## src/hw/rtl/pffl_ram.sv

```systemverilog
module pffl_ram #(
    parameter int WIDTH = 8,
    parameter int DEPTH = 16
) (
    input  logic                     clk,
    input  logic                     we,
    input  logic [$clog2(DEPTH)-1:0] waddr,
    input  logic [WIDTH-1:0]         wdata,
    input  logic [$clog2(DEPTH)-1:0] raddr,
    output logic [WIDTH-1:0]         rdata
);

    logic [WIDTH-1:0] mem [DEPTH];

    always_ff @(posedge clk)
    begin
        if (we)
        begin
            mem[waddr] <= wdata;
        end
        rdata <= mem[raddr];
    end

endmodule

```

## config.mk

```make
export PLATFORM = sky130hd
export DESIGN_NAME = pffl_ram
export DESIGN_NICKNAME = d
export VERILOG_FILES = /design/src/hw/rtl/pffl_ram.sv
export SDC_FILE = /design/constraint.sdc
export NUM_CORES = 1
export LEC_CHECK = 0
export BUFFER_PORTS_ARGS = -buffer_cell sky130_fd_sc_hd__buf_4
export CAP_MARGIN = 20
export CELL_PAD_IN_SITES_DETAIL_PLACEMENT = 0
export CELL_PAD_IN_SITES_GLOBAL_PLACEMENT = 1
export CORE_MARGIN = 4
export CORE_UTILIZATION = 28
export DETAILED_ROUTE_END_ITERATION = 10
export PLACE_DENSITY = 0.51
export SYNTH_ARGS = -nofsm -noshare
export SYNTH_HDL_FRONTEND = slang
export SYNTH_SLANG_ARGS = --single-unit
```

## constraint.sdc

```tcl
create_clock -name clk -period 1.75 [get_ports clk]
set_input_delay 0.0875 -clock clk [delete_from_list [all_inputs] [get_ports clk]]
set_output_delay 0.0875 -clock clk [all_outputs]
set_load 0.01 [all_outputs]
```

# [After elaboration in Yosys (flattened, before gate mapping)]
# Memories as Yosys holds them, arrays and structs flattened. A register that Yosys moved wholly into a read port is not among the register bits.
# Index checks and enable logic that the tools add are counted.
# Widths: inputs -> output; s select.
[classes] n_mux=2
[ops] operator="$mux 1" n=2
[totals] input_bits=18 output_inout_bits=8 mem_bits_rw=128 elab_cells=3 register_bits=0 memories=1
[mem_list] name="mem" words=16 width=8 rd=1 rd_ports_with_merged_regs=1 wr=1 line="13" rtl="logic [WIDTH-1:0] mem [DEPTH];"

# [Logic depth before layout (Yosys ltp)]
# Gate-level depths: netlist (run 1).
[logic_depth] ltp_word=2 mapped_depth=5 ltp_nobuf=3

# [Worst setup path after synthesis (run 1)]
# Ideal clock, no wire load.
[synth_path] path_kind="input port to flip-flop" start="input port waddr[2]" end="memory mem[0][0] (enable)" required_time_ns=1.367 setup_time_ns=0.383 path_buffers=0 t_arrival_ns=1.197 slack_ns=0.170 cell_stages=2 path_cell_list="or3b_2 -> nor3_1"
[synth_rtl] item="start: declaration" line="7" rtl="input logic [$clog2(DEPTH)-1:0] waddr,"
[synth_rtl] item="end: declaration" line="13"
# Straight into the memory's write port.

==> flow_metrics.py, run 1 <==
metrics = {
    "status": {
        "outcome": "complete, no violations",
    },
    "sta": {
        "finClkSkew_ns": 0.00655,
        "clock.fmax_ghz": 0.702,
        "timing.max_slew.rel_slack_pct": 64.5,
        "final_cycle_utilization_of_the_critical_path_pct": 81.5,
        "grt_setup_unrepaired": "false",
        "setup_viol": 0,
        "worst_slew_pin_slew_ns": 0.530,
        "sum_of_negative_setup_slack_ns": 0,
        "report.final.hold_viol_count": 0,
        "final.setup.worst_slack_ns": 0.325,
        "worst_hold_check_slack_ns": 0.212,
        "final_max_slew_viol_count": 0,
        "timing.final.crit_period_ns": 1.43,
    },
    "cells_and_area": {
        "post_layout_nonfiller_instances": 536,
        "fin_area_mm2": 0.00643,
        "utilization_pct": 35.7,
        "antenna-diode-count": 0,
        "final_layout_size_suffix_gt1_share_pct": 31.9,
        "flow.area_growth_from_synthesis_pct": 25.0,
        "post_layout_net_count": 312,
    },
    "setup_path": {
        "startpoint_type": "register",
        "timing.critical_path.fanout_max": 1,
        "critical_path.endpoint_type": "register",
        "critical_path.cell_chain": "mux4_1, a22oi_1, nand2_1",
        "r2r-start": "mem[10][4]",
        "timing.critical_path.max_delay_family": "multiplexers",
        "critical_path.max_stage_delay_ns": 0.52,
        "critPathLaunch": "mem[10][4]",
        "cp_data_arrival_time_ns": 1.71,
        "path_buf_inv": 0,
        "timing.setup.critical_path_class": "register to register",
        "cp_slowest_cell": "sky130_fd_sc_hd__mux4_1",
        "critPathRequiredTime_ns": 2.04,
    },
    "synth": {
        "yosys.area.top_type_share_pct": 74.7,
        "simple_logic_cell_fraction_of_the_synthesized_area_pct": 3.18,
        "netlist.top_cell.by_area": "sky130_fd_sc_hd__edfxtp_1",
        "ys_ff_latch": 136,
        "ys_dominant_reg_cell": "sky130_fd_sc_hd__edfxtp_1",
        "combinational_family_with_the_most_area_after_synthesis": "multiplexers",
        "synth_compound_area_share_pct": 2.33,
        "synth.area.mux_share_pct": 15.0,
        "synthAdderAreaFrac_pct": 0,
        "synthesis.area_mm2": 0.00515,
        "async_flop_share_pct": 0,
        "most_common_cell_in_the_synthesized_netlist": "sky130_fd_sc_hd__edfxtp_1",
        "post_synth_xor_area_fraction_pct": 0,
        "synth.area.top_cells": "sky130_fd_sc_hd__edfxtp_1, sky130_fd_sc_hd__mux4_2, sky130_fd_sc_hd__mux4_1, sky130_fd_sc_hd__dfxtp_1, sky130_fd_sc_hd__a22oi_1",
        "syn_inst": 229,
        "synth_nets": 247,
        "ys_seq_area_share_pct": 77.8,
        "ys_types": 19,
        "ys_warn_count": 0,
        "number_of_enable_type_register_cells_in_the_synthesized_netlist": 128,
        "ys_top_cells_by_count": "sky130_fd_sc_hd__edfxtp_1, sky130_fd_sc_hd__mux4_2, sky130_fd_sc_hd__a22oi_1",
        "synthesis.area_per_instance_um2": 22.5,
    },
    "clocking": {
        "cts_clk_pin_slew_worst_paths_ns": 0.06,
        "post_cts.resized_instances": 0,
        "tritoncts_clock_tree": "built",
        "clock_tree.root_cell": "sky130_fd_sc_hd__clkbuf_16",
        "h-tree-depth": 4,
        "post_cts_setup_buffer_count": 0,
        "cts_hold_repair.buffers": 8,
        "cts_inserted_buffers": 17,
        "worstSkewPairLatency_ns": 0.41,
        "cts.sink_count": 136,
        "buffers_from_clock_root_to_sink_at_most": 2,
    },
    "route": {
        "viasPerCell": 4.66,
        "per_cell_routed_wire_length_um": 21.1,
        "routed_wirelength_um": 11300,
        "antenna_violating_nets_post_route": 0,
        "drcViolationCount": 0,
        "drt_first_pass_iters": 4,
        "routed-via-count": 2500,
        "drtIter0Drc": 186,
    },
    "die": {
        "std_cell_rows": 49,
        "core_area_mm2": 0.0180,
        "die-width_um": 144,
        "dieHeight_um": 144,
        "design.die.area_mm2": 0.0206,
        "floorplan.initialDensity_pct": 28.6,
        "num_io_pins": 26,
    },
    "run": {
        "timing.max_cap.violations": 0,
    },
    "global_routing": {
        "first_global_vias": 2558,
        "gr-total-overflow": 0,
        "groute.usage.overall_pct": 11.7,
        "globalRouteMet1Util_pct": 16.0,
        "met2_capacity_usage_during_global_routing_pct": 18.0,
        "globalRouteMet3Util_pct": 2.86,
        "grt_first_pass_wirelength_um": 16700,
        "grt_antenna_before_repair": 0,
        "grt_busiest_layer": "met2",
        "grt_max_degree": 19,
    },
    "pwr": {
        "vdd.ir_drop.worst_v": 0.000544,
        "cellLeakagePower_nw": 2.17,
        "total_power_mw": 7.65,
        "power.density_cell_area_mw_per_mm2": 1190,
    },
    "placed_design": {
        "place.port_buffers": 25,
        "detailed_place.area_mm2": 0.00575,
        "placed_cells_incl_taps": 496,
        "gp_congestion": 0.686,
        "detailedPlacementHpwl_um": 7200,
        "dp_slack_ns": 0.190,
    },
    "min_path": {
        "min_delay_worst_type": "primary input to register",
        "hold_path.startpoint": "raddr[1]",
    },
}
[flip-flops by register name (all words and copies together), names as in the netlist]
signal and count:
mem 128, rdata 8
[area by class of cell]
type / instances / area [um2]
clock buffers: 20 / 457
clock inverters: 12 / 150
fillers: 1712 / 11600
multi-input cells: 83 / 1060
flip-flops and latches: 136 / 4000
well taps: 229 / 287
repair buffers: 56 / 478
[logic make-up after synthesis]
kind of cell | count (synthesis)
AOI/OAI and AO/OA | 16
buffers and inverters | 10
muxes | 32
and+or+nand+nor | 35
DFF | 136
[layer usage]
metal	share of wire [%]	up-vias	wire length (um)
met3	2.8	13	319
met2	48	45	5420
met5	0	-	0
met1	47	1336	5350
li1	-	1106	-
met4	1.9	0	220
[final timing paths]
check	to	slack (ns)	depth (start not counted)
setup / recovery	rdata[4]	0.32	3
hold / removal	rdata[3]	0.21	4
setup reg to reg	rdata[4]	0.32	3
hold reg to reg	rdata[3]	0.66	3
[worst min-delay path, cell delays in order]
cell and delay (ns):
sky130_fd_sc_hd__buf_4 0.17, sky130_fd_sc_hd__mux4_2 0.22, sky130_fd_sc_hd__a22oi_1 0.06, sky130_fd_sc_hd__nand2_1 0.05
[power breakdown]
group / switching (mW) / internal [mW] / leakage, nW
Sequential: 0.0276 / 3.64 / 1.22
Combinational: 0.208 / 0.190 / 0.658
Clock: 1.27 / 2.31 / 0.292
Total: 1.51 / 6.14 / 2.17
[cell usage in the layout (no fill, tap or decap)]
| master | n |
|---|---|
| sky130_fd_sc_hd__nor2_1 | 13 |
| sky130_fd_sc_hd__bufinv_16 | 3 |
| sky130_fd_sc_hd__nor3_1 | 4 |
| sky130_fd_sc_hd__mux4_1 | 14 |
| sky130_fd_sc_hd__nand3b_1 | 2 |
| sky130_fd_sc_hd__or3b_2 | 1 |
| sky130_fd_sc_hd__clkinv_2 | 4 |
| sky130_fd_sc_hd__clkinvlp_4 | 3 |
| sky130_fd_sc_hd__clkinv_4 | 1 |
| sky130_fd_sc_hd__and2_1 | 1 |
| sky130_fd_sc_hd__nand3_1 | 1 |
| sky130_fd_sc_hd__buf_4 | 45 |
| sky130_fd_sc_hd__clkbuf_8 | 2 |
| sky130_fd_sc_hd__and2b_1 | 1 |
| sky130_fd_sc_hd__clkbuf_16 | 17 |
| sky130_fd_sc_hd__clkbuf_1 | 1 |
| sky130_fd_sc_hd__inv_6 | 1 |
| sky130_fd_sc_hd__nand2_1 | 9 |
| sky130_fd_sc_hd__nor2b_1 | 1 |
| sky130_fd_sc_hd__nand2b_1 | 2 |
| sky130_fd_sc_hd__buf_12 | 3 |
| sky130_fd_sc_hd__dlygate4sd3_1 | 8 |
| sky130_fd_sc_hd__edfxtp_1 | 128 |
| sky130_fd_sc_hd__mux4_2 | 18 |
| sky130_fd_sc_hd__a22oi_1 | 16 |
| sky130_fd_sc_hd__dfxtp_1 | 8 |
Power figures use the tool's default switching activity.
==> inputs of run 2 (changes only) <==
Clock period 1.75 ns to 1.5 ns, I/O delays scaled along.
==> run 2 against run 1 <==
First-iteration DRC count shrank 16%. Sequential share of layout area barely moved. Count of clock-buffer cells in the layout up 3. Register-to-register slack worse by 0.25 ns. Worst hold slack better by 0.0021 ns. Sequential cell count stayed put. Critical path type unchanged.
==> flow_metrics.py, run 2 (synthesis gave the netlist of run 1 again) <==
metrics = {
    "cells_and_area": {
        "largest_register_ffs": 128,
        "multi_input_area_mm2": 0.00106,
        "final_layout_size_suffix_gt1_share_pct": 31.2,
        "biggestRegsByFlops": "mem (128), rdata (8)",
        "filler_cell_count": 1711,
        "commonest_cells_after_routing_fill_and_taps_aside": "sky130_fd_sc_hd__edfxtp_1, sky130_fd_sc_hd__buf_4, sky130_fd_sc_hd__mux4_2",
        "flow.area_growth_from_synthesis_pct": 24.9,
        "mostFrequentLayoutCell": "sky130_fd_sc_hd__edfxtp_1",
        "post_layout_net_count": 313,
        "regMostFlops": "mem",
        "antenna-diode-count": 0,
        "layout.area.seq_mm2": 0.00400,
        "fin_area_mm2": 0.00643,
    },
    "clocking": {
        "cts_clk_pin_slew_worst_paths_ns": 0.05,
        "clock_tree.root_cell": "sky130_fd_sc_hd__clkbuf_16",
        "tritoncts_clock_tree": "built",
        "buffers_from_clock_root_to_sink_at_most": 2,
        "h-tree-depth": 4,
        "worstSkewPairLatency_ns": 0.40,
        "cts_inserted_buffers": 17,
        "cts.sink_count": 136,
    },
    "setup_path": {
        "startpoint_type": "register",
        "cp_data_arrival_time_ns": 1.72,
        "cp_slowest_cell": "sky130_fd_sc_hd__mux4_2",
        "timing.critical_path.fanout_max": 1,
        "critPathRequiredTime_ns": 1.79,
        "timing.setup.critical_path_class": "register to register",
        "critical_path.max_stage_delay_ns": 0.48,
        "critical_path.endpoint_type": "register",
        "critical_path.cell_chain": "mux4_2, a22oi_1, buf_4, nand2_1",
    },
    "die": {
        "num_io_pins": 26,
        "design.die.area_mm2": 0.0206,
        "std_cell_rows": 49,
        "dieHeight_um": 144,
        "core_area_mm2": 0.0180,
        "floorplan.initialDensity_pct": 28.6,
        "die-width_um": 144,
    },
    "pwr": {
        "seqPwrFrac_pct": 48.3,
        "p_sw_share_pct": 19.2,
        "combinationalPowerShare_pct": 5.2,
        "power.density_cell_area_mw_per_mm2": 1380,
        "cellLeakagePower_nw": 2.17,
        "vdd.ir_drop.worst_v": 0.000769,
        "intPower_mw": 7.16,
        "clkPwrFrac_pct": 46.5,
        "netSwitchingPower_mw": 1.70,
    },
    "status": {
        "outcome": "complete, no violations",
    },
    "sta": {
        "grt_setup_unrepaired": "false",
        "clock.fmax_ghz": 0.700,
        "sum_of_negative_setup_slack_ns": 0,
        "report.final.hold_viol_count": 0,
        "worst_slew_pin_slew_ns": 0.791,
        "timing.max_slew.rel_slack_pct": 47.1,
        "finClkSkew_ns": 0.00500,
        "setup_viol": 0,
        "timing.final.crit_period_ns": 1.43,
        "final_max_slew_viol_count": 0,
        "final_cycle_utilization_of_the_critical_path_pct": 95.2,
    },
    "route": {
        "viasPerCell": 4.50,
        "drtIter0Drc": 157,
        "routed-via-count": 2416,
        "antenna_violating_nets_post_route": 0,
        "drt_first_pass_iters": 4,
        "routed_wirelength_um": 10700,
        "per_cell_routed_wire_length_um": 20.0,
        "drcViolationCount": 0,
    },
    "placed_design": {
        "place.port_buffers": 25,
        "detailed_place.area_mm2": 0.00576,
        "detailedPlacementHpwl_um": 7070,
        "gp_congestion": 0.692,
    },
    "global_routing": {
        "grt_busiest_layer": "met2",
        "first_global_vias": 2592,
        "gr-total-overflow": 0,
        "grt_first_pass_wirelength_um": 16200,
        "grt_antenna_before_repair": 0,
        "met2_capacity_usage_during_global_routing_pct": 16.8,
        "grt_max_degree": 17,
        "globalRouteMet3Util_pct": 2.73,
        "globalRouteMet1Util_pct": 15.5,
        "groute.usage.overall_pct": 11.1,
    },
    "run": {
        "timing.max_cap.violations": 0,
    },
    "min_path": {
        "min_delay_worst_type": "primary input to register",
    },
}
run 2: power by group through the flow:
stage	Clock (mW)	Sequential (mW)	Combinational, mW
3_3_place_gp	0	4.35	0.454
3_5_place_dp	0	4.35	0.460
4_1_cts	4.22	4.28	0.478
2_1_floorplan	0	4.36	0.216
6_report	4.12	4.28	0.464
5_1_grt	4.39	4.28	0.506
run 2: per-stage QoR:
step	hold WS, ns	std cells	power (mW)	setup slack (ns)	utilization (%)
after floorplan	0.174	229	4.57	0.159	-
after detailed placement	0.402	497	4.81	-0.110	31.9
after CTS	0.195	537	8.97	0.0359	35.7
after global routing	0.207	537	9.18	0.00782	35.7
after global placement	0.392	497	4.81	-0.0972	31.9
final	0.214	537	8.86	0.0721	35.7
run 2: path summary, 6_finish.rpt:
kind	depth (start not counted)	start	slack, ns	end
setup reg to reg	4	mem[11][7]	0.07	rdata[7]
setup / recovery	4	mem[11][7]	0.07	rdata[7]
hold / removal	3	waddr[0]	0.21	mem[0][0]
hold reg to reg	3	mem[7][3]	0.65	rdata[3]
run 2: metal layers:
layer / wire (um) / up-vias / part of all wire (%)
li1: - / 1106 / -
met1: 5130 / 1246 / 48
met2: 5100 / 50 / 47
met3: 347 / 14 / 3.2
met4: 167 / 0 / 1.6
met5: 0 / - / 0
run 2: worst max-delay path: cells and delay by family (launching register included):
kind / cells / cell delay, ns
AND/OR/NAND/NOR: 1 / 0.05
buffers and inverters: 1 / 0.17
multiplexers: 1 / 0.48
AO/OA/AOI/OAI: 1 / 0.27
flip-flops: 1 / 0.36
run 2: what timing repair did:
item                                    4_1_cts  5_1_grt
gates resized for setup                       0        0
endpoints found under the setup margin        0        0
hold endpoints to repair                    118        0
hold buffers                                  8        0
buffers inserted                              0        0
run 2: area by class of cell:
class / count / share of cell area, %
sequential: 136 / 62.3
timing repair buffer: 57 / 7.55
clock buffer: 23 / 7.28
multi-input combinational: 83 / 16.5
clock inverter: 9 / 1.93
tap: 229 / 4.46
==> inputs of run 3 (changes only) <==
Settings changed: CORE_UTILIZATION 28 to 52, PLACE_DENSITY 0.51 to 0.79.
==> run 3 against run 2 <==
Worst hold slack worse by 0.15 ns. Non-clock buffer count down 2. First-iteration DRC count is 15% lower. Final area fell by 2.8%. Via count about the same. Critical path depth fell by 1. Highest routed layer unchanged.
==> flow_metrics.py, run 3 (synthesis gave the netlist of run 1 again) <==
metrics = {
    "sta": {
        "final.setup.worst_slack_ns": 0.149,
        "clock.fmax_ghz": 0.740,
        "timing.max_slew.rel_slack_pct": 73.7,
        "grt_setup_unrepaired": "false",
        "setup_viol": 0,
        "worst_slew_pin_slew_ns": 0.394,
        "final_cycle_utilization_of_the_critical_path_pct": 90.0,
        "finClkSkew_ns": 0.00847,
        "report.final.hold_viol_count": 0,
        "sum_of_negative_setup_slack_ns": 0,
        "final_max_slew_viol_count": 0,
        "timing.final.crit_period_ns": 1.35,
    },
    "cells_and_area": {
        "antenna-diode-count": 0,
        "post_layout_net_count": 311,
        "post_layout_nonfiller_instances": 439,
        "biggestRegsByFlops": "mem (128), rdata (8)",
        "flow.area_growth_from_synthesis_pct": 21.5,
        "commonest_cells_after_routing_fill_and_taps_aside": "sky130_fd_sc_hd__edfxtp_1, sky130_fd_sc_hd__buf_4, sky130_fd_sc_hd__mux4_2",
        "largest_register_ffs": 128,
        "regMostFlops": "mem",
        "final_layout_size_suffix_gt1_share_pct": 30.7,
        "mostFrequentLayoutCell": "sky130_fd_sc_hd__edfxtp_1",
    },
    "min_path": {
        "hold-path-cell-count": 4,
        "timing.hold.worst_endpoint": "rdata[1]",
        "min_delay_worst_type": "primary input to register",
        "hold_path.startpoint": "raddr[1]",
    },
    "placed_design": {
        "gp_congestion": 0.717,
        "dp_slack_ns": 0.0329,
        "detailedPlacementHpwl_um": 5970,
        "place.port_buffers": 25,
        "placed_cells_incl_taps": 399,
    },
    "clocking": {
        "h-tree-depth": 4,
        "buffers_from_clock_root_to_sink_at_most": 2,
        "post_cts.resized_instances": 0,
        "post_cts_setup_buffer_count": 0,
        "clock_tree.root_cell": "sky130_fd_sc_hd__clkbuf_8",
        "worstSkewPairLatency_ns": 0.51,
        "cts_hold_repair.buffers": 8,
        "cts_clk_pin_slew_worst_paths_ns": 0.06,
        "cts.sink_count": 136,
        "cts_inserted_buffers": 17,
        "tritoncts_clock_tree": "built",
    },
    "route": {
        "drtIter0Drc": 133,
        "drt_first_pass_iters": 4,
        "routed_wirelength_um": 9230,
        "antenna_violating_nets_post_route": 0,
        "viasPerCell": 5.51,
        "drcViolationCount": 0,
        "routed-via-count": 2418,
        "per_cell_routed_wire_length_um": 21.0,
    },
    "setup_path": {
        "cp_slowest_cell": "sky130_fd_sc_hd__mux4_1",
        "critPathRequiredTime_ns": 1.88,
        "timing.critical_path.fanout_max": 1,
        "critical_path.endpoint_type": "register",
        "critical_path.cell_chain": "mux4_1, a22oi_1, nand2_1",
        "timing.reg2reg.worst_path_depth": 3,
        "r2r-start": "mem[8][3]",
        "worst-r2r-setup-slack_ns": 0.15,
        "timing.setup.critical_path_class": "register to register",
        "startpoint_type": "register",
        "cp_data_arrival_time_ns": 1.73,
        "r2r_end": "rdata[3]",
        "critical_path.max_stage_delay_ns": 0.49,
    },
    "global_routing": {
        "grt_max_degree": 21,
        "grt_antenna_before_repair": 0,
        "grt_first_pass_wirelength_um": 14500,
        "gr-total-overflow": 0,
        "first_global_vias": 2505,
        "groute.usage.overall_pct": 17.8,
    },
    "pwr": {
        "power.density_cell_area_mw_per_mm2": 1370,
        "vdd.ir_drop.worst_v": 0.000540,
        "cellLeakagePower_nw": 2.14,
    },
    "die": {
        "dieHeight_um": 107,
        "core_area_mm2": 0.00968,
        "die-width_um": 107,
        "floorplan.initialDensity_pct": 53.2,
        "std_cell_rows": 36,
        "num_io_pins": 26,
        "design.die.area_mm2": 0.0116,
    },
    "run": {
        "timing.max_cap.violations": 0,
    },
    "status": {
        "outcome": "complete, no violations",
    },
}
[run 3: area by class of cell]
| class | count | area (um2) |
|---|---|---|
| clock inverter | 9 | 103 |
| clock buffer | 23 | 447 |
| timing repair buffer | 55 | 470 |
| sequential | 136 | 4000 |
| multi-input combinational | 83 | 1060 |
| fill | 644 | 3430 |
| tap | 133 | 166 |
[run 3: worst max path at each step]
stage | from | endpoint | slack, ns
finish | mem[8][3] | rdata[3] | 0.15
CTS | mem[8][3] | rdata[3] | 0.14
global route | mem[8][3] | rdata[3] | 0.11
global placement | raddr[0] | rdata[3] | 0.08
floorplan | waddr[2] | mem[3][0] | 0.16
detailed placement | raddr[0] | rdata[3] | 0.03
[run 3: worst max-delay path: cells and delay by family, from the launching register on]
family / cells / cell delay (ns)
compound gates: 1 / 0.28
mux: 1 / 0.49
simple gates: 1 / 0.09
flops: 1 / 0.36
[run 3: metrics by stage]
step / util (%) / cell area, um2 / hold slack, ns / power [mW]
3_3_place_gp: 58.1 / 5620 / 0.378 / 4.78
2_1_floorplan: - / 5150 / 0.174 / 4.57
5_1_grt: 64.6 / 6250 / 0.0726 / 8.85
6_report: 64.6 / 6250 / 0.0654 / 8.54
3_5_place_dp: 58.1 / 5620 / 0.380 / 4.79
4_1_cts: 64.6 / 6250 / 0.0630 / 8.59
[run 3: where the power goes]
| group | leakage (nW) | total, mW | internal (mW) | switching (mW) |
|---|---|---|---|---|
| Combinational | 0.655 | 0.444 | 0.220 | 0.225 |
| Clock | 0.262 | 3.82 | 2.39 | 1.43 |
| Sequential | 1.22 | 4.28 | 4.25 | 0.0296 |
[run 3: routing by layer]
metal	wire, um	vias up	GRT usage, %
met5	0	-	0
met4	125	0	6.49
met3	284	10	4.56
met2	4730	52	27.8
met1	4090	1255	24.6
li1	-	1101	-
