File: src/hw/rtl/pffl_pkg.sv
package pffl_pkg;

    localparam int NODE_COUNT = 1024;
    localparam int IDX_W      = $clog2(NODE_COUNT);
    localparam int CNT_W      = IDX_W + 1;
    localparam int FRAME_W    = 20;
    localparam int PAGES_W    = 11;
    localparam int CMD_W      = 2;
    localparam int STATUS_W   = 2;

    localparam logic [CMD_W-1:0] CMD_ALLOC_ONE = 2'd0;
    localparam logic [CMD_W-1:0] CMD_ALLOC_RUN = 2'd1;
    localparam logic [CMD_W-1:0] CMD_FREE_RUN  = 2'd2;

    localparam logic [STATUS_W-1:0] STATUS_OK      = 2'd0;
    localparam logic [STATUS_W-1:0] STATUS_NO_RUN  = 2'd1;
    localparam logic [STATUS_W-1:0] STATUS_NO_NODE = 2'd2;

    typedef enum logic [3:0] {
        ST_IDLE,
        ST_POP,
        ST_RUN_LOAD,
        ST_RUN_CHECK,
        ST_RUN_STEP,
        ST_RUN_UNLINK,
        ST_REL_RD,
        ST_REL_WR,
        ST_FREE_RD,
        ST_FREE_WR,
        ST_DONE
    } state_t;

    typedef struct packed {
        logic [IDX_W-1:0]   rd_addr;
        logic               frame_we;
        logic [IDX_W-1:0]   frame_waddr;
        logic [FRAME_W-1:0] frame_wdata;
        logic               next_we;
        logic [IDX_W-1:0]   next_waddr;
        logic [IDX_W-1:0]   next_wdata;
    } node_req_t;

    typedef struct packed {
        logic [IDX_W-1:0] rd_addr;
        logic             we;
        logic [IDX_W-1:0] waddr;
        logic [IDX_W-1:0] wdata;
    } spare_req_t;

endpackage

File: src/hw/rtl/pffl_ctrl.sv
module pffl_ctrl (
    input  logic                               clk,
    input  logic                               rst_n,
    input  logic                               cmd_valid,
    output logic                               cmd_stall,
    input  logic [pffl_pkg::CMD_W-1:0]         command,
    input  logic [pffl_pkg::PAGES_W-1:0]       page_count,
    input  logic [pffl_pkg::FRAME_W-1:0]       page_frame,
    output logic                               res_valid,
    input  logic                               res_stall,
    output logic [pffl_pkg::STATUS_W-1:0]      status,
    output logic [pffl_pkg::FRAME_W-1:0]       first_frame,
    output logic [pffl_pkg::PAGES_W-1:0]       granted_pages,
    output pffl_pkg::node_req_t                node_req,
    output pffl_pkg::spare_req_t               spare_req,
    input  logic [pffl_pkg::FRAME_W-1:0]       frame_rd,
    input  logic [pffl_pkg::IDX_W-1:0]         next_rd,
    input  logic [pffl_pkg::IDX_W-1:0]         spare_rd
);

    localparam int IDX_W   = pffl_pkg::IDX_W;
    localparam int CNT_W   = pffl_pkg::CNT_W;
    localparam int FRAME_W = pffl_pkg::FRAME_W;
    localparam int PAGES_W = pffl_pkg::PAGES_W;
    localparam logic [CNT_W-1:0] NODES = CNT_W'(pffl_pkg::NODE_COUNT);

    pffl_pkg::state_t state_reg, state_next;

    logic [IDX_W-1:0]   head_reg, tail_reg;
    logic [CNT_W-1:0]   length_reg, spare_top_reg, never_used_reg;
    logic [PAGES_W-1:0] cnt_reg, idx_reg, found_reg;
    logic [CNT_W-1:0]   pos_reg;
    logic [IDX_W-1:0]   last_reg, last_next_reg, prev_reg, run_head_reg, walk_reg;
    logic [FRAME_W-1:0] last_frame_reg, run_frame_reg, frame_reg;
    logic               prev_valid_reg;
    logic [pffl_pkg::STATUS_W-1:0] rs_status_reg;
    logic [FRAME_W-1:0]            rs_frame_reg;
    logic [PAGES_W-1:0]            rs_pages_reg;
    logic               out_valid_reg;
    logic [pffl_pkg::STATUS_W-1:0] out_status_reg;
    logic [FRAME_W-1:0]            out_frame_reg;
    logic [PAGES_W-1:0]            out_pages_reg;

    logic               accept;
    logic               run_bad;
    logic [CNT_W:0]     avail;
    logic [IDX_W-1:0]   take_node;
    logic               adjacent;
    logic               last_step;
    logic               out_load;

    assign accept    = cmd_valid && (state_reg == pffl_pkg::ST_IDLE);
    assign run_bad   = (length_reg == '0) || (page_count == '0)
                       || (CNT_W'(page_count) > length_reg);
    assign avail     = {1'b0, spare_top_reg}
                       + ((never_used_reg < NODES) ? ({1'b0, NODES} - {1'b0, never_used_reg})
                                                   : '0);
    assign take_node = (spare_top_reg != '0) ? spare_rd : never_used_reg[IDX_W-1:0];
    assign adjacent  = ({1'b0, last_frame_reg} + (FRAME_W+1)'(1)) == {1'b0, frame_rd};
    assign last_step = (idx_reg + PAGES_W'(1)) == cnt_reg;
    assign out_load  = (state_reg == pffl_pkg::ST_DONE) && (!out_valid_reg || !res_stall);

    always_comb
    begin
        state_next = state_reg;
        case (state_reg)
            pffl_pkg::ST_IDLE:
            begin
                if (accept)
                begin
                    case (command)
                        pffl_pkg::CMD_ALLOC_ONE:
                            state_next = (length_reg == '0) ? pffl_pkg::ST_DONE
                                                            : pffl_pkg::ST_POP;
                        pffl_pkg::CMD_ALLOC_RUN:
                            state_next = run_bad ? pffl_pkg::ST_DONE : pffl_pkg::ST_RUN_LOAD;
                        pffl_pkg::CMD_FREE_RUN:
                            state_next = ((CNT_W+1)'(page_count) > avail || page_count == '0)
                                         ? pffl_pkg::ST_DONE : pffl_pkg::ST_FREE_RD;
                        default:
                            state_next = pffl_pkg::ST_DONE;
                    endcase
                end
            end
            pffl_pkg::ST_POP:      state_next = pffl_pkg::ST_DONE;
            pffl_pkg::ST_RUN_LOAD: state_next = pffl_pkg::ST_RUN_CHECK;
            pffl_pkg::ST_RUN_CHECK:
            begin
                if (found_reg >= cnt_reg)
                begin
                    state_next = pffl_pkg::ST_RUN_UNLINK;
                end
                else if (pos_reg >= length_reg)
                begin
                    state_next = pffl_pkg::ST_DONE;
                end
                else
                begin
                    state_next = pffl_pkg::ST_RUN_STEP;
                end
            end
            pffl_pkg::ST_RUN_STEP:   state_next = pffl_pkg::ST_RUN_CHECK;
            pffl_pkg::ST_RUN_UNLINK: state_next = pffl_pkg::ST_REL_RD;
            pffl_pkg::ST_REL_RD:     state_next = pffl_pkg::ST_REL_WR;
            pffl_pkg::ST_REL_WR:
                state_next = last_step ? pffl_pkg::ST_DONE : pffl_pkg::ST_REL_RD;
            pffl_pkg::ST_FREE_RD:    state_next = pffl_pkg::ST_FREE_WR;
            pffl_pkg::ST_FREE_WR:
                state_next = last_step ? pffl_pkg::ST_DONE : pffl_pkg::ST_FREE_RD;
            pffl_pkg::ST_DONE:
                state_next = out_load ? pffl_pkg::ST_IDLE : pffl_pkg::ST_DONE;
            default:                 state_next = pffl_pkg::ST_IDLE;
        endcase
    end

    always_comb
    begin
        cmd_stall             = (state_reg != pffl_pkg::ST_IDLE);
        node_req              = '0;
        spare_req             = '0;
        node_req.rd_addr      = head_reg;
        spare_req.rd_addr     = IDX_W'(spare_top_reg - CNT_W'(1));
        case (state_reg)
            pffl_pkg::ST_RUN_CHECK: node_req.rd_addr = last_next_reg;
            pffl_pkg::ST_REL_RD:    node_req.rd_addr = walk_reg;
            pffl_pkg::ST_POP:
            begin
                spare_req.we    = (spare_top_reg != NODES);
                spare_req.waddr = spare_top_reg[IDX_W-1:0];
                spare_req.wdata = head_reg;
            end
            pffl_pkg::ST_REL_WR:
            begin
                spare_req.we    = (spare_top_reg != NODES);
                spare_req.waddr = spare_top_reg[IDX_W-1:0];
                spare_req.wdata = walk_reg;
            end
            pffl_pkg::ST_RUN_UNLINK:
            begin
                node_req.next_we    = prev_valid_reg;
                node_req.next_waddr = prev_reg;
                node_req.next_wdata = last_next_reg;
            end
            pffl_pkg::ST_FREE_WR:
            begin
                node_req.frame_we    = 1'b1;
                node_req.frame_waddr = take_node;
                node_req.frame_wdata = frame_reg;
                node_req.next_we     = (length_reg != '0);
                node_req.next_waddr  = tail_reg;
                node_req.next_wdata  = take_node;
            end
            default:
            begin
            end
        endcase
    end

    always_ff @(posedge clk or negedge rst_n)
    begin
        if (!rst_n)
        begin
            state_reg      <= pffl_pkg::ST_IDLE;
            head_reg       <= '0;
            tail_reg       <= '0;
            length_reg     <= '0;
            spare_top_reg  <= '0;
            never_used_reg <= '0;
            out_valid_reg  <= 1'b0;
        end
        else
        begin
            state_reg <= state_next;
            if (out_load)
            begin
                out_valid_reg <= 1'b1;
            end
            else if (!res_stall)
            begin
                out_valid_reg <= 1'b0;
            end
            case (state_reg)
                pffl_pkg::ST_POP:
                begin
                    if (length_reg == CNT_W'(1))
                    begin
                        head_reg <= '0;
                        tail_reg <= '0;
                    end
                    else
                    begin
                        head_reg <= next_rd;
                    end
                    length_reg <= length_reg - CNT_W'(1);
                    if (spare_top_reg != NODES)
                    begin
                        spare_top_reg <= spare_top_reg + CNT_W'(1);
                    end
                end
                pffl_pkg::ST_RUN_UNLINK:
                begin
                    if (!prev_valid_reg)
                    begin
                        head_reg <= (pos_reg == length_reg) ? '0 : last_next_reg;
                    end
                    if (pos_reg == length_reg)
                    begin
                        tail_reg <= prev_valid_reg ? prev_reg : '0;
                    end
                    length_reg <= length_reg - CNT_W'(cnt_reg);
                end
                pffl_pkg::ST_REL_WR:
                begin
                    if (spare_top_reg != NODES)
                    begin
                        spare_top_reg <= spare_top_reg + CNT_W'(1);
                    end
                end
                pffl_pkg::ST_FREE_WR:
                begin
                    if (length_reg == '0)
                    begin
                        head_reg <= take_node;
                    end
                    tail_reg   <= take_node;
                    length_reg <= length_reg + CNT_W'(1);
                    if (spare_top_reg != '0)
                    begin
                        spare_top_reg <= spare_top_reg - CNT_W'(1);
                    end
                    else
                    begin
                        never_used_reg <= never_used_reg + CNT_W'(1);
                    end
                end
                default:
                begin
                end
            endcase
        end
    end

    always_ff @(posedge clk)
    begin
        if (out_load)
        begin
            out_status_reg <= rs_status_reg;
            out_frame_reg  <= rs_frame_reg;
            out_pages_reg  <= rs_pages_reg;
        end
        case (state_reg)
            pffl_pkg::ST_IDLE:
            begin
                cnt_reg       <= page_count;
                frame_reg     <= page_frame;
                idx_reg       <= '0;
                rs_frame_reg  <= '0;
                rs_pages_reg  <= '0;
                if (command != pffl_pkg::CMD_FREE_RUN)
                begin
                    rs_status_reg <= pffl_pkg::STATUS_NO_RUN;
                end
                else if ((CNT_W+1)'(page_count) > avail)
                begin
                    rs_status_reg <= pffl_pkg::STATUS_NO_NODE;
                end
                else
                begin
                    rs_status_reg <= pffl_pkg::STATUS_OK;
                end
            end
            pffl_pkg::ST_POP:
            begin
                rs_status_reg <= pffl_pkg::STATUS_OK;
                rs_frame_reg  <= frame_rd;
                rs_pages_reg  <= PAGES_W'(1);
            end
            pffl_pkg::ST_RUN_LOAD:
            begin
                last_reg       <= head_reg;
                last_frame_reg <= frame_rd;
                last_next_reg  <= next_rd;
                run_head_reg   <= head_reg;
                run_frame_reg  <= frame_rd;
                found_reg      <= PAGES_W'(1);
                pos_reg        <= CNT_W'(1);
                prev_valid_reg <= 1'b0;
            end
            pffl_pkg::ST_RUN_STEP:
            begin
                if (adjacent)
                begin
                    found_reg <= found_reg + PAGES_W'(1);
                end
                else
                begin
                    prev_reg       <= last_reg;
                    prev_valid_reg <= 1'b1;
                    run_head_reg   <= last_next_reg;
                    run_frame_reg  <= frame_rd;
                    found_reg      <= PAGES_W'(1);
                end
                last_reg       <= last_next_reg;
                last_frame_reg <= frame_rd;
                last_next_reg  <= next_rd;
                pos_reg        <= pos_reg + CNT_W'(1);
            end
            pffl_pkg::ST_RUN_UNLINK:
            begin
                rs_status_reg <= pffl_pkg::STATUS_OK;
                rs_frame_reg  <= run_frame_reg;
                rs_pages_reg  <= cnt_reg;
                walk_reg      <= run_head_reg;
            end
            pffl_pkg::ST_REL_WR:
            begin
                walk_reg <= next_rd;
                idx_reg  <= idx_reg + PAGES_W'(1);
            end
            pffl_pkg::ST_FREE_WR:
            begin
                frame_reg <= frame_reg + FRAME_W'(1);
                idx_reg   <= idx_reg + PAGES_W'(1);
            end
            default:
            begin
            end
        endcase
    end

    assign res_valid     = out_valid_reg;
    assign status        = out_status_reg;
    assign first_frame   = out_frame_reg;
    assign granted_pages = out_pages_reg;

endmodule

File: config.mk
export PLATFORM = sky130hd
export DESIGN_NAME = pffl_ctrl
export DESIGN_NICKNAME = d
export VERILOG_FILES = /design/src/hw/rtl/pffl_pkg.sv /design/src/hw/rtl/pffl_ctrl.sv
export SDC_FILE = /design/constraint.sdc
export NUM_CORES = 1
export LEC_CHECK = 0
export ABC_AREA = 1
export BUFFER_PORTS_ARGS = -buffer_cell sky130_fd_sc_hd__buf_4
export CORE_ASPECT_RATIO = 2
export CORE_MARGIN = 3
export CORE_UTILIZATION = 59
export CTS_CLUSTER_DIAMETER = 30
export DETAILED_ROUTE_END_ITERATION = 6
export PLACE_DENSITY = 0.79
export REMOVE_ABC_BUFFERS = 1
export SYNTH_ARGS = -nofsm -noshare
export SYNTH_HDL_FRONTEND = slang
export SYNTH_SLANG_ARGS = --single-unit
File: constraint.sdc
create_clock -name clk -period 3.95 [get_ports clk]
set_input_delay 0.1975 -clock clk [delete_from_list [all_inputs] [get_ports clk]]
set_output_delay 0.1975 -clock clk [all_outputs]
set_load 0.05 [all_outputs]
* After elaboration in Yosys (flattened, before gate mapping)
Index checks and enable logic that the tools add are counted.
** Word-level totals
- Input bits :: 77
- Logic and storage cells :: 156
- Output and inout port bits :: 128
- Flip-flop bits (word level) :: 279
** Operators by class
- Reductions and logical operators :: 33
- Bitwise gates (word level) :: 2
- $add $sub $neg :: 13
- $lt $le $gt $ge :: 5
- Mux-type cells :: 50
- Eq/ne operators :: 27
** Operators with widths (number)
- $mux W10 :: 9
- $pmux W11 S2 :: 4
- $pmux W21 S2 :: 2
- $pmux W10 S2 :: 4
- $pmux W20 S2 :: 2
- $add A11 B1 Y11 const B :: 6
- $pmux W11 S3 :: 2
- $pmux W10 S3 :: 2
- $pmux W20 S3 :: 1
- $pmux W4 S10 :: 1
- $mux W11 :: 3
- $mux W31 :: 1
- $mux W4 :: 7
- $eq A11 B11 Y1 :: 2
- $ge A11 B11 Y1 :: 2
- $logic_not A11 Y1 :: 2
- $reduce_bool A11 Y1 :: 2
- $sub A11 B1 Y11 const B :: 2
- $add A20 B1 Y21 const B :: 1
- $eq A21 B20 Y1 :: 1
- $add A20 B1 Y20 const B :: 1
- $mux W20 :: 1
- $eq A4 B3 Y1 const B :: 4
- $ne A2 B2 Y1 const B :: 8
- other kinds (32) :: 60

* Depth between registers and ports, before layout
- Depth in word-level cells :: 9
- Gate-level depth with buffers :: 30
- Gate-level depth less buffers :: 30

* Worst setup path before layout
No wires, ideal clock.
- Kind :: register to register
- From :: reg never_used_reg[0]
- To :: reg state_reg[1]
- Required time :: 3837 ps
- Buffers on the path :: 0
- Cell stages (with the launch flop) :: 31
- Arrival time :: 3122 ps
- Clock period less this slack :: 3235 ps
- Library setup time :: 113 ps
- Setup slack :: 715 ps
- Path through :: dfrtp_1 > inv_1 > ha_1 > nand2_1 > nor2_1 > nand2_1 > inv_1 > nand2_1 > nand2_1 > nor2_1 > ha_1 > nand2_1 > inv_1 > a21oi_1 > nand2_1 > a21oi_1 > xor2_1 > ha_1 > nand2_1 > nor2_1 > nand2_1 > o21ai_0 > nor2_1 > nand2_1 > inv_1 > nand2_1 > nand2_1 > a21oi_1 > nand3_1 > nand2_1 > inv_1
** Between the ends
- Cells in the longest elaborated chain, start to end :: 9
- Elaborated cells on any way between the ends :: 10
- Classes of those cells :: add/sub (2); order compare (2); mux (5); reduce/logical (1)
** Ends and longest elaborated chain
- start, declared :: line pffl_ctrl.sv:30 : logic [CNT_W-1:0] length_reg, spare_top_reg, never_used_reg;
- start signal, assigned :: line pffl_ctrl.sv:233 : never_used_reg <= never_used_reg + CNT_W'(1);
- $sub A11 B11 Y12 / $lt A11 B11 Y1 (equally long branches) :: line pffl_ctrl.sv:56 : + ((never_used_reg < NODES) ? ({1'b0, NODES} - {1'b0, never_used_reg})
- $mux W12 (*) :: line pffl_ctrl.sv:56
- $add A11 B12 Y12 (*) :: line pffl_ctrl.sv:56
- $gt A11 B12 Y1 (*) :: line pffl_ctrl.sv:78 : state_next = ((CNT_W+1)'(page_count) > avail || page_count == '0)
- $logic_or A1 B1 Y1 (*) :: line pffl_ctrl.sv:78
- $mux W2 (*) :: line pffl_ctrl.sv:79 : ? pffl_pkg::ST_DONE : pffl_pkg::ST_FREE_RD;
- $pmux W4 S3 (*) :: line pffl_ctrl.sv:71 : case (command)
- $mux W4 (*) :: line pffl_ctrl.sv:69 : if (accept)
- $pmux W4 S10 (*) :: line pffl_ctrl.sv:66 : case (state_reg)
- end signal, assigned :: line pffl_ctrl.sv:163 : state_reg <= pffl_pkg::ST_IDLE;
- end signal, assigned :: line pffl_ctrl.sv:173 : state_reg <= state_next;
- end, declared :: line pffl_ctrl.sv:27 : pffl_pkg::state_t state_reg, state_next;
Mark *: on every way between the ends. The rest lies on a longest branch, timed or not. The select of a mux whose other input is x is not followed.
A chain may end at the register's enable or synchronous reset.

* Worst setup path in the final report
- From :: reg never_used_reg[1]
- To :: reg state_reg[1]
Same word-level chain as after synthesis.

==> impl_metrics.toml <==
[sta]
slew_violations = 0
fin_crit_ps = 3560
final-hold-violation-count = 0
setup-tns-final_ps = 0
slew_headroom = 0.207
timing.final.crit_share = 0.901
setup_viol = 0
clock_skew_ps = 18.1
worst_slew_pin_slew_ps = 1180
fmax_ghz = 0.281

[finish]
multiInputGateArea_um2 = 6910
areaGrowthSynthToFinish_pct = 23.9
seqCellArea_um2 = 8090
final_nets = 2278
layoutNonFillerInstCount = 2495
final_core_util = 0.749
final.fill_count = 1956
layout-drive-gt1-share = 0.153
stdcell_area_um2 = 19900

[global_routing]
grt_max_degree = 59
grt_pass1_wl_um = 73700
antenna_found_initial = 1
grt_remaining_overflow = 0
track_usage = 0.322
grt_pass1_vias = 14723

[clock_network]
clkLatencyLatePin_ps = 530
cts_tree = "built"
clkSlewWorstSetupHoldPaths_ps = 60
cts_buffers = 37
clock-sinks = 279
cts_max_path_buffers = 3
htreeDepth = 2
clockRootBuffer = "clkbuf_16"

[drt]
drt_first_pass_iters = 6
drt-vias-per-instance = 5.75
wire_per_inst_um = 18.9
drt_iter0_drc = 849
vias = 14352
route.detailed.drc = 0
ant_nets = 0
drt-total-wl_um = 47200

[logic_synthesis]
synth_warnings = 0
yosysTopAreaCellShare = 0.413
synth_edf_count = 221
ys_ff_latch = 279
synth_ff_type = "edfxtp_1"
yosys-top-cells-area = "edfxtp_1 41%, dfrtp_1 9.0%, nand2_1 8.9%, ha_1 6.1%, inv_1 5.6%"
synthArstFlopShare = 0.208
synth-seq-area-share = 0.503
syn_inst = 1837
netlist_area_um2 = 16100
synth_top_area_cell = "edfxtp_1"
yosysUniqueCellTypes = 53
syn_avg_cell_area_um2 = 8.76

[setup_path]
rr_endpoint = "state_reg[1]"
required_ps = 4380
critPathArrivalTime_ps = 3990
ff2ff_setup_slack_ps = 390
crit_family = "simple AND/OR/NAND/NOR gates"
worstRegToRegCells = 26
cp_common_cell = "nand2_1"
max_stage_delay_ps = 420
path_class = "reg2reg"
r2r-start = "never_used_reg[1]"
endpoint_kind = "register"
crit_slowest_cell = "dfrtp_1"
endpoint = "state_reg[1]"
path_buf_inv = 4
startpoint_type = "register"
crit_fanout = 4
cp-startpoint = "never_used_reg[1]"
cp.depth = 26

[floorplanning]
io_pins = 205
die_w_um = 123
rows = 84
die_h_um = 240
core-area_um2 = 26600
start_util = 0.605
dieArea_um2 = 29400

[placed_design]
portBuffers = 204
hpwl_um = 33900
gp_congestion = 0.955
dpl_cell_area_um2 = 18000
dp.cells = 2359

[hold_path]
whs_path_depth = 3
hold_class = "in2reg"

[power_and_ir_drop]
peakVddDrop_v = 0.000670
leakage_nw = 8.98
finalPower_w = 0.0170
cellPowerDensity_nw_per_um2 = 853

[run_status]
outcome = "finished clean"

[run]
cap_violations = 0
==> worst register-to-register path: cells and delay by family (launching register included) <==
family,cells,cell delay [ps]
adders and majority gates,3,810
and+or+nand+nor,13,1040
xor gates and xnor gates,1,200
AOI/OAI and AO/OA,5,740
DFF,1,420
buffers and inverters,4,250
==> Yosys cell counts, types with 3 or more instances <==
library cell,number
inv_1,242
a22oi_1,13
o21ai_0,124
ha_1,78
clkbuf_1,23
nor3_1,29
o211ai_1,14
nand3b_1,5
nor2_1,220
o21bai_1,4
nand3_1,101
nor2_2,7
edfxtp_1,221
inv_2,8
o21a_1,4
buf_4,3
nand4_1,25
a22o_1,12
o21ai_1,11
and3_1,5
or2_2,4
nor4_1,9
nor2_4,3
o22ai_1,18
xor2_1,47
a31oi_1,9
nor3b_1,3
and2_1,4
xnor2_1,21
dfrtp_1,58
o31ai_1,6
buf_2,12
buf_1,4
nor3_2,5
a21oi_1,78
nand2_1,383
==> placed cells by master (no fill, tap or decap), types with 25 or more instances in the layout <==
master / instances
nand2_1: 382
inv_1: 240
buf_4: 224
edfxtp_1: 221
nor2_1: 217
o21ai_0: 123
nand3_1: 101
ha_1: 77
a21oi_1: 76
dlygate4sd3_1: 63
dfrtp_1: 58
xor2_1: 47
clkbuf_16: 39
nor3_1: 28
nand4_1: 25
==> power by group <==
part	internal (W)	switching, W
combinational	0.00252	0.00568
clock	0.00195	0.00142
sequential	0.00466	0.000774
==> final cells by class <==
cell class | count | area share
diodes | 1 | 0.000126
clock buffers | 42 | 0.0500
clock inverters | 26 | 0.0127
inverters | 250 | 0.0471
multi-input cells | 1266 | 0.347
flip-flops and latches | 279 | 0.406
well taps | 344 | 0.0216
repair buffers | 287 | 0.116
==> timing repair <==
action                                  4_1_cts  5_1_grt
resized for setup                             0        9
hold endpoints to repair                    145        0
hold buffers                                 63        0
buffers inserted                              0        4
endpoints found under the setup margin        0        2
==> metal layers <==
metal / share of wire / up-vias / global-route usage / wire length [um]
met1: 0.34 / 6745 / 0.332 / 16000
met2: 0.53 / 612 / 0.589 / 25000
met5: 0 / - / 0 / 0
li1: - / 6791 / - / -
met3: 0.063 / 204 / 0.0536 / 2960
met4: 0.070 / 0 / 0.203 / 3290
==> cell families (layout without fill, tap and decap cells) <==
logic type | count (synthesis) | count (layout) | synth area share
other | 0 | 1 | 0
adders and majority gates | 80 | 80 | 0.0632
xor gates and xnor gates | 70 | 70 | 0.0399
and+or+nand+nor | 809 | 809 | 0.214
buffers and inverters | 292 | 605 | 0.0698
DFF | 279 | 279 | 0.503
AOI/OAI and AO/OA | 307 | 307 | 0.110
==> worst min path at each step <==
stage                         endpoint     startpoint
after floorplan            head_reg[0]          rst_n
after global placement     head_reg[2]          rst_n
after detailed placement   head_reg[2]          rst_n
after CTS                 frame_reg[8]  page_frame[8]
after global routing      frame_reg[8]  page_frame[8]
final                     frame_reg[8]  page_frame[8]
==> metrics by stage <==
step	hold WS [ps]	setup slack (ps)
floorplan	-98.1	291
global placement	342	312
detailed placement	346	233
CTS	14.7	208
global route	18.5	-46.7
finish	41.8	390
Note: power is estimated with default switching activity, not from simulation.
